--- src/rtl/dq_pkg.sv ---
`timescale 1ns / 1ps
// ----------------------------------------------------------------------------
// dq_pkg: shared types and constants of the double-ended queue
// Item and result layouts, action and status codes, decoded operations and
// the states of the execution sequencer.
// ----------------------------------------------------------------------------
package dq_pkg;

	localparam int DEPTH_DEF = 16;   // ring entries by default
	localparam int DATA_W    = 32;
	localparam int ACT_W     = 3;
	localparam int STAT_W    = 2;
	localparam int OCC_W     = 5;
	localparam int QUEUE_D   = 2;    // command queue between front and back

	// action codes of an incoming item
	localparam logic [ACT_W-1:0] ACT_LIST       = 3'd0;
	localparam logic [ACT_W-1:0] ACT_PUSH_FRONT = 3'd1;
	localparam logic [ACT_W-1:0] ACT_PUSH_REAR  = 3'd2;
	localparam logic [ACT_W-1:0] ACT_POP_FRONT  = 3'd3;
	localparam logic [ACT_W-1:0] ACT_POP_REAR   = 3'd4;

	// status codes of a result
	localparam logic [STAT_W-1:0] ST_DONE  = 2'd0;
	localparam logic [STAT_W-1:0] ST_EMPTY = 2'd1;
	localparam logic [STAT_W-1:0] ST_FULL  = 2'd2;

	typedef struct packed {
		logic [ACT_W-1:0]         action;
		logic signed [DATA_W-1:0] value_in;
	} in_item_t;

	typedef struct packed {
		logic [STAT_W-1:0]        status;
		logic signed [DATA_W-1:0] value_out;
		logic                     last_of_run;
		logic [OCC_W-1:0]         occupancy;
	} out_item_t;

	typedef enum logic [2:0] {
		OP_LIST,
		OP_PUSH_FRONT,
		OP_PUSH_REAR,
		OP_POP_FRONT,
		OP_POP_REAR
	} op_t;

	typedef struct packed {
		op_t                      op;
		logic signed [DATA_W-1:0] value;
	} cmd_t;

	// handshake from the front part to the back part
	typedef struct packed {
		logic vld;
		cmd_t cmd;
	} cmd_chan_t;

	typedef enum logic {
		BK_IDLE,
		BK_LIST
	} back_state_t;

	// control of a result on its way to the output register
	typedef struct packed {
		logic              vld;
		logic              use_mem;
		logic [STAT_W-1:0] status;
		logic              last;
		logic [OCC_W-1:0]  occ;
	} res_ctl_t;

endpackage

--- src/rtl/double_ended_queue_top.sv ---
`timescale 1ns / 1ps
// ----------------------------------------------------------------------------
// double_ended_queue_top: bounded double-ended queue of signed 32-bit values
// Ring buffer deque with list, push front, push rear, pop front and pop rear.
// ----------------------------------------------------------------------------
// Usage: drive an item on item and raise start; it is taken at an edge where
// busy is low. Every result appears on result for exactly one cycle with
// strobe high, and the receiver cannot stall it, so be ready to capture on
// every cycle. A push or pop yields one result and the block sustains one
// such item per clock while no listing runs; each result passes the command
// queue, memory read register and result register. A listing of N entries
// yields N results on consecutive cycles, front to rear with last_of_run on
// the rear one, and holds the execution sequencer in its list state until
// the rear entry is read, since the entry memory gives one read per cycle;
// busy rises once the two-deep command queue fills behind it. An empty list
// or pop returns status empty, a push into a full queue returns status full
// and changes nothing, and action codes beyond pop rear are taken and dropped
// silently. occupancy gives the entry count after the action, in five bits.
// ----------------------------------------------------------------------------
module double_ended_queue_top #(
	parameter int DEPTH = dq_pkg::DEPTH_DEF
) (
	input  logic              clk,
	input  logic              arst_n,
	input  logic              start,
	input  dq_pkg::in_item_t  item,
	output logic              busy,
	output logic              strobe,
	output dq_pkg::out_item_t result
);

	// decoded commands travelling from intake to execution
	dq_pkg::cmd_chan_t chan;
	logic              take;

	// intake: classify the item and hold it until the back part is free
	dq_front u_front (
		.clk    (clk),
		.arst_n (arst_n),
		.start  (start),
		.item   (item),
		.busy   (busy),
		.chan   (chan),
		.take   (take)
	);

	// execution: ring buffer, pointers and the result register
	dq_back #(
		.DEPTH (DEPTH)
	) u_back (
		.clk    (clk),
		.arst_n (arst_n),
		.chan   (chan),
		.take   (take),
		.strobe (strobe),
		.result (result)
	);

endmodule

--- src/rtl/dq_front.sv ---
`timescale 1ns / 1ps
// ----------------------------------------------------------------------------
// dq_front: item intake and classification
// Accepts items, decodes the action into an operation, drops unused codes
// and holds decoded commands in a short queue for the back part.
// ----------------------------------------------------------------------------
module dq_front (
	input  logic              clk,
	input  logic              arst_n,
	input  logic              start,
	input  dq_pkg::in_item_t  item,
	output logic              busy,
	output dq_pkg::cmd_chan_t chan,
	input  logic              take
);

	localparam int QPW = $clog2(dq_pkg::QUEUE_D);
	localparam logic [QPW:0] QFULL = (QPW+1)'(dq_pkg::QUEUE_D);

	dq_pkg::cmd_t      queue_q [dq_pkg::QUEUE_D];
	logic [QPW-1:0]    wptr_q;
	logic [QPW-1:0]    rptr_q;
	logic [QPW:0]      cnt_q;
	logic              known;
	dq_pkg::op_t       op;
	logic              push;
	logic              pop;

	always_comb begin
		known = 1'b1;
		op    = dq_pkg::OP_LIST;
		case (item.action)
			dq_pkg::ACT_LIST:       op = dq_pkg::OP_LIST;
			dq_pkg::ACT_PUSH_FRONT: op = dq_pkg::OP_PUSH_FRONT;
			dq_pkg::ACT_PUSH_REAR:  op = dq_pkg::OP_PUSH_REAR;
			dq_pkg::ACT_POP_FRONT:  op = dq_pkg::OP_POP_FRONT;
			dq_pkg::ACT_POP_REAR:   op = dq_pkg::OP_POP_REAR;
			default:                known = 1'b0;
		endcase
	end

	assign busy      = (cnt_q == QFULL);
	assign push      = start && !busy && known;
	assign pop       = take && (cnt_q != '0);
	assign chan.vld  = (cnt_q != '0);
	assign chan.cmd  = queue_q[rptr_q];

	always_ff @(posedge clk) begin
		if (push) begin
			queue_q[wptr_q] <= '{op: op, value: item.value_in};
		end
	end

	always_ff @(posedge clk or negedge arst_n) begin
		if (!arst_n) begin
			wptr_q <= '0;
			rptr_q <= '0;
			cnt_q  <= '0;
		end else begin
			if (push) begin
				wptr_q <= (wptr_q == QPW'(dq_pkg::QUEUE_D - 1)) ? '0 : wptr_q + 1'b1;
			end
			if (pop) begin
				rptr_q <= (rptr_q == QPW'(dq_pkg::QUEUE_D - 1)) ? '0 : rptr_q + 1'b1;
			end
			case ({push, pop})
				2'b10:   cnt_q <= cnt_q + 1'b1;
				2'b01:   cnt_q <= cnt_q - 1'b1;
				default: cnt_q <= cnt_q;
			endcase
		end
	end

endmodule

--- src/rtl/dq_back.sv ---
`timescale 1ns / 1ps
// ----------------------------------------------------------------------------
// dq_back: ring buffer execution
// Carries out decoded commands on the entry memory, keeps front position and
// entry count, and streams listings one entry a cycle into the result register.
// ----------------------------------------------------------------------------
module dq_back #(
	parameter int DEPTH = dq_pkg::DEPTH_DEF
) (
	input  logic              clk,
	input  logic              arst_n,
	input  dq_pkg::cmd_chan_t chan,
	output logic              take,
	output logic              strobe,
	output dq_pkg::out_item_t result
);

	localparam int PW = $clog2(DEPTH);
	localparam int CW = $clog2(DEPTH + 1);
	localparam logic [CW:0]   DEPTH_W = (CW+1)'(DEPTH);
	localparam logic [CW-1:0] FULL_C  = CW'(DEPTH);
	localparam logic [PW-1:0] LAST_P  = PW'(DEPTH - 1);

	logic signed [dq_pkg::DATA_W-1:0] mem [DEPTH];

	dq_pkg::back_state_t               state_q, state_d;
	logic [PW-1:0]                     front_q, front_d;
	logic [CW-1:0]                     count_q, count_d;
	logic [PW-1:0]                     idx_q, idx_d;
	logic                              wr_en, rd_en;
	logic [PW-1:0]                     wr_addr, rd_addr;
	logic signed [dq_pkg::DATA_W-1:0]  rd_data_s1;
	dq_pkg::res_ctl_t                  ctl_d, ctl_s1;
	logic                              strobe_q;
	dq_pkg::out_item_t                 result_q;
	logic                              list_last;

	function automatic logic [PW-1:0] ring_add(input logic [PW-1:0] base,
						   input logic [CW-1:0] off);
		logic [CW:0] s;
		s = (CW+1)'(base) + (CW+1)'(off);
		if (s >= DEPTH_W) begin
			s = s - DEPTH_W;
		end
		return s[PW-1:0];
	endfunction

	assign take      = (state_q == dq_pkg::BK_IDLE);
	assign list_last = ((CW'(idx_q) + 1'b1) == count_q);

	always_comb begin
		state_d = state_q;
		front_d = front_q;
		count_d = count_q;
		idx_d   = idx_q;
		wr_en   = 1'b0;
		wr_addr = front_q;
		rd_en   = 1'b0;
		rd_addr = front_q;
		ctl_d   = '0;
		case (state_q)
			dq_pkg::BK_IDLE: begin
				if (chan.vld) begin
					ctl_d.vld    = 1'b1;
					ctl_d.last   = 1'b1;
					ctl_d.status = dq_pkg::ST_DONE;
					case (chan.cmd.op)
						dq_pkg::OP_LIST: begin
							if (count_q == '0) begin
								ctl_d.status = dq_pkg::ST_EMPTY;
							end else begin
								ctl_d.vld = 1'b0;
								idx_d     = '0;
								state_d   = dq_pkg::BK_LIST;
							end
						end
						dq_pkg::OP_PUSH_FRONT, dq_pkg::OP_PUSH_REAR: begin
							if (count_q == FULL_C) begin
								ctl_d.status = dq_pkg::ST_FULL;
							end else begin
								wr_en   = 1'b1;
								count_d = count_q + 1'b1;
								if (chan.cmd.op == dq_pkg::OP_PUSH_FRONT) begin
									wr_addr = (front_q == '0) ? LAST_P : front_q - 1'b1;
									front_d = wr_addr;
								end else begin
									wr_addr = ring_add(front_q, count_q);
								end
							end
						end
						dq_pkg::OP_POP_FRONT, dq_pkg::OP_POP_REAR: begin
							if (count_q == '0) begin
								ctl_d.status = dq_pkg::ST_EMPTY;
							end else begin
								rd_en         = 1'b1;
								ctl_d.use_mem = 1'b1;
								count_d       = count_q - 1'b1;
								if (chan.cmd.op == dq_pkg::OP_POP_FRONT) begin
									rd_addr = front_q;
									front_d = ring_add(front_q, CW'(1));
								end else begin
									rd_addr = ring_add(front_q, count_q - 1'b1);
								end
							end
						end
						default: ctl_d.vld = 1'b0;
					endcase
					ctl_d.occ = dq_pkg::OCC_W'(count_d);
				end
			end
			dq_pkg::BK_LIST: begin
				rd_en         = 1'b1;
				rd_addr       = ring_add(front_q, CW'(idx_q));
				ctl_d.vld     = 1'b1;
				ctl_d.use_mem = 1'b1;
				ctl_d.status  = dq_pkg::ST_DONE;
				ctl_d.last    = list_last;
				ctl_d.occ     = dq_pkg::OCC_W'(count_q);
				idx_d         = idx_q + 1'b1;
				if (list_last) begin
					state_d = dq_pkg::BK_IDLE;
				end
			end
			default: state_d = dq_pkg::BK_IDLE;
		endcase
	end

	// entry memory, registered read
	always_ff @(posedge clk) begin
		if (wr_en) begin
			mem[wr_addr] <= chan.cmd.value;
		end
		if (rd_en) begin
			rd_data_s1 <= mem[rd_addr];
		end
	end

	always_ff @(posedge clk or negedge arst_n) begin
		if (!arst_n) begin
			state_q    <= dq_pkg::BK_IDLE;
			front_q    <= '0;
			count_q    <= '0;
			idx_q      <= '0;
			ctl_s1     <= '0;
			strobe_q   <= 1'b0;
		end else begin
			state_q    <= state_d;
			front_q    <= front_d;
			count_q    <= count_d;
			idx_q      <= idx_d;
			ctl_s1     <= ctl_d;
			strobe_q   <= ctl_s1.vld;
		end
	end

	always_ff @(posedge clk) begin
		if (ctl_s1.vld) begin
			result_q.status      <= ctl_s1.status;
			result_q.value_out   <= ctl_s1.use_mem ? rd_data_s1 : '0;
			result_q.last_of_run <= ctl_s1.last;
			result_q.occupancy   <= ctl_s1.occ;
		end
	end

	assign strobe = strobe_q;
	assign result = result_q;

endmodule

--- config.mk ---
export PLATFORM = sky130hd
export DESIGN_NAME = double_ended_queue_top
export DESIGN_NICKNAME = d
export VERILOG_FILES = /design/src/rtl/dq_pkg.sv /design/src/rtl/double_ended_queue_top.sv /design/src/rtl/dq_front.sv /design/src/rtl/dq_back.sv
export SDC_FILE = /design/constraint.sdc
export NUM_CORES = 1
export LEC_CHECK = 0
export ABC_AREA = 0
export ABC_CLOCK_PERIOD_IN_PS = 11900
export BUFFER_PORTS_ARGS = -buffer_cell sky130_fd_sc_hd__buf_2
export CAP_MARGIN = 0
export CORE_MARGIN = 2
export CORE_UTILIZATION = 67
export DETAILED_ROUTE_END_ITERATION = 10
export PLACE_DENSITY = 0.81
export RECOVER_POWER = 25
export SYNTH_ARGS = -nofsm -noshare
export SYNTH_HDL_FRONTEND = slang
export SYNTH_SLANG_ARGS = --single-unit
--- constraint.sdc ---
create_clock -name clk -period 11.9 [get_ports clk]
set_input_delay 1.785 -clock clk [delete_from_list [all_inputs] [get_ports clk]]
set_output_delay 1.785 -clock clk [all_outputs]
set_load 0.005 [all_outputs]
==> out/metrics.cfg <==
[finish]
antenna_cells=0
fillCellCount=2332
finalNonFillerCells=2447
fin_nets=1914
synthToLayoutAreaGrowth_pct=10.3
layout-drive-gt1-share=0.131

[clock_tree]
cts_tree=done
clk_pin_slew_ns=0.06
clkLatencyLatePin_ns=0.59
cts_buffer_depth=3
cts_resized=0
cts-htree-levels=3
numCtsBuffers=68
hold_buffers=0
cts_setup_buffers=0
cts_sinks=683
cts_root_buf=clkbuf_16

[floorplanning]
ioPinCount=80
die_w_um=209
die_h_um=209
initial_core_util=0.676
core_area_um2=41800
fp.dieArea_um2=43800
rows=75

[setup_path]
critPathLaunch=u_front.rptr_q
cp-start-kind=flip-flop
cp.arrival_ns=7.61
worst-setup-path-type=flip-flop to flip-flop
crit_path_end=u_back.rd_data_s1[12]
required_ns=12.36
reg2reg_from=u_front.rptr_q
rr_endpoint=u_back.rd_data_s1[12]
crit_path_end_kind=flip-flop
timing.reg2reg.setup_slack_ns=4.75
crit_fanout=85
r2r_cells=10

[sta]
clock-skew-final_ns=0.0166
worstMarginPinSlew_ns=2.82
max-slew-margin-rel=-0.878
final-hold-violation-count=0
post-route-period-util=0.601
worst_slack_ns=4.75
finalSetupViolations=0
rsz0062_at_grt=false
setup_tns_ns=0
drv_slew=73
period_minus_slack_ns=7.15
max_freq_mhz=140

[synthesis]
synth_cell_types=62
synth_edf_count=654
yosysTopAreaCell=edfxtp_1
ys_seq_area_frac=0.722
synth.ff_latch_count=683
yosysWarnings=0
syn_inst=1825
synth_area_leaders=edfxtp_1 70%, a211oi_1 6.9%, o21a_1 6.8%
syn_area_per_cell_um2=15.5
synth_top_cell_area_share=0.696
syn_nets=1881
synthFlopType=edfxtp_1
synth-async-reset-ratio=0.0425
syn_area_um2=28200

[placement]
gp_congestion=0.893
dp_slack_ns=6.37
dp_cells=2327
hpwl_um=32200
io_buffer_count=79

[route]
antenna_left=0
drtIter0Drc=2311
vias_per_cell=7.08
avgRoutedWirePerCell_um=27.4
drt-pass1-iter-count=5
num_vias=17300
drt-total-wl_um=66900
drc_errors=0

[min_path]
holdCritPathClass=flip-flop to flip-flop
holdCritStartpoint=u_back.ctl_s1[3]

[global_routing]
grt_max_degree=211
grt_pass1_vias=17500
grt_use_total=0.309
grt_overflow_total=0
antenna_found_initial=0
grt_pass1_wl_um=102000

[job]
max-cap-violations=2

[run_status]
violations=max-capacitance violations, max-slew violations
outcome=finished, violations left

## state kept, by name, indices dropped and copies added, names as in the netlist, 2 cells and up
| register | cells |
|---|---|
| u_back.count_q | 5 |
| u_back.ctl_s1 | 10 |
| u_back.front_q | 4 |
| u_back.idx_q | 4 |
| u_back.mem | 512 |
| u_back.rd_data_s1 | 32 |
| u_back.result | 40 |
| u_front.cnt_q | 2 |
| u_front.queue_q | 70 |
## how the worst min path moves through the flow
stage,end,slack [ns],depth (start not counted)
6_report,u_back.result[3],0.42,0
5_1_grt,u_back.result[0],0.43,0
4_1_cts,u_back.result[3],0.42,0
3_5_place_dp,u_back.result[3],0.40,0
3_3_place_gp,u_back.result[3],0.40,0
2_1_floorplan,u_back.result[0],0.40,0
## synthesized netlist by cell type, types with 4 or more instances
cell type  number
mux2i_1         4
edfxtp_1      654
buf_2          34
nor2_1         31
dfrtp_1        29
or4_1          32
o31ai_1         5
nand2_1        31
o21ai_0        19
nand2b_1        5
mux2_2         36
xor2_1         11
nor4_1        131
nand3_1         9
clkbuf_1      108
inv_1          16
buf_6           6
nor3_1         10
a21oi_1        16
ha_1           15
xnor2_1        11
a21o_1          7
a211oi_1      258
o21a_1        257
and2_1         34
## cells in the final DEF, fill, tap and decap left out, types with 18 or more instances in the layout
master and n:
edfxtp_1 654, a211oi_1 258, o21a_1 257, nor4_1 131
clkbuf_16 73, buf_2 61, buf_4 33, or4_1 32
nand2_1 31, clkbuf_1 31, dfrtp_1 28, mux2_2 22
nor2_4 19, o21ai_0 18, and2_0 18
## layer usage
metal / up-vias / GRT usage / part of all wire
li1: 7435 / - / -
met1: 8565 / 0.426 / 0.38
met2: 1141 / 0.497 / 0.48
met3: 181 / 0.0553 / 0.11
met4: 0 / 0.122 / 0.033
met5: - / 0 / 0
## critical path, cell delays in order (launching register included)
cell	delay [ns]
dfrtp_2	0.33
clkbuf_1	1.98
mux2i_2	0.62
a31oi_1	0.17
a41o_4	0.48
nor2_4	1.12
buf_4	0.64
buf_4	0.81
a211oi_1	0.21
nor4_1	0.33
or4_1	0.17
## per-stage QoR
| step | hold slack [ns] | instance area (µm²) | utilization |
|---|---|---|---|
| floorplan | 0.401 | 28200 | - |
| detailed placement | 0.404 | 29100 | 0.697 |
| global route | 0.426 | 31100 | 0.745 |
| CTS | 0.417 | 31200 | 0.746 |
| global placement | 0.402 | 29100 | 0.697 |
| finish | 0.417 | 31100 | 0.745 |
## cell families after synthesis
| family | synth area share |
|---|---|
| AO/OA/AOI/OAI | 0.153 |
| XOR/XNOR | 0.00838 |
| adder cells (fa/ha/maj) | 0.00878 |
| buffers and inverters | 0.0259 |
| flip-flops | 0.722 |
| multiplexers | 0.0188 |
| AND/OR/NAND/NOR | 0.0631 |
## area by class of cell
cell class,instances,area [µm²],share of cell area
clock inverter,34,160,0.00515
multi-input combinational,973,7320,0.235
timing repair buffer,116,652,0.0209
tap,539,674,0.0217
clock buffer,86,1890,0.0606
sequential,683,20400,0.654
inverter,16,60.1,0.00193
Power is left out: the tool's default activity adds up to more than one toggle a clock period on the data nets, which glitch-free logic cannot reach.
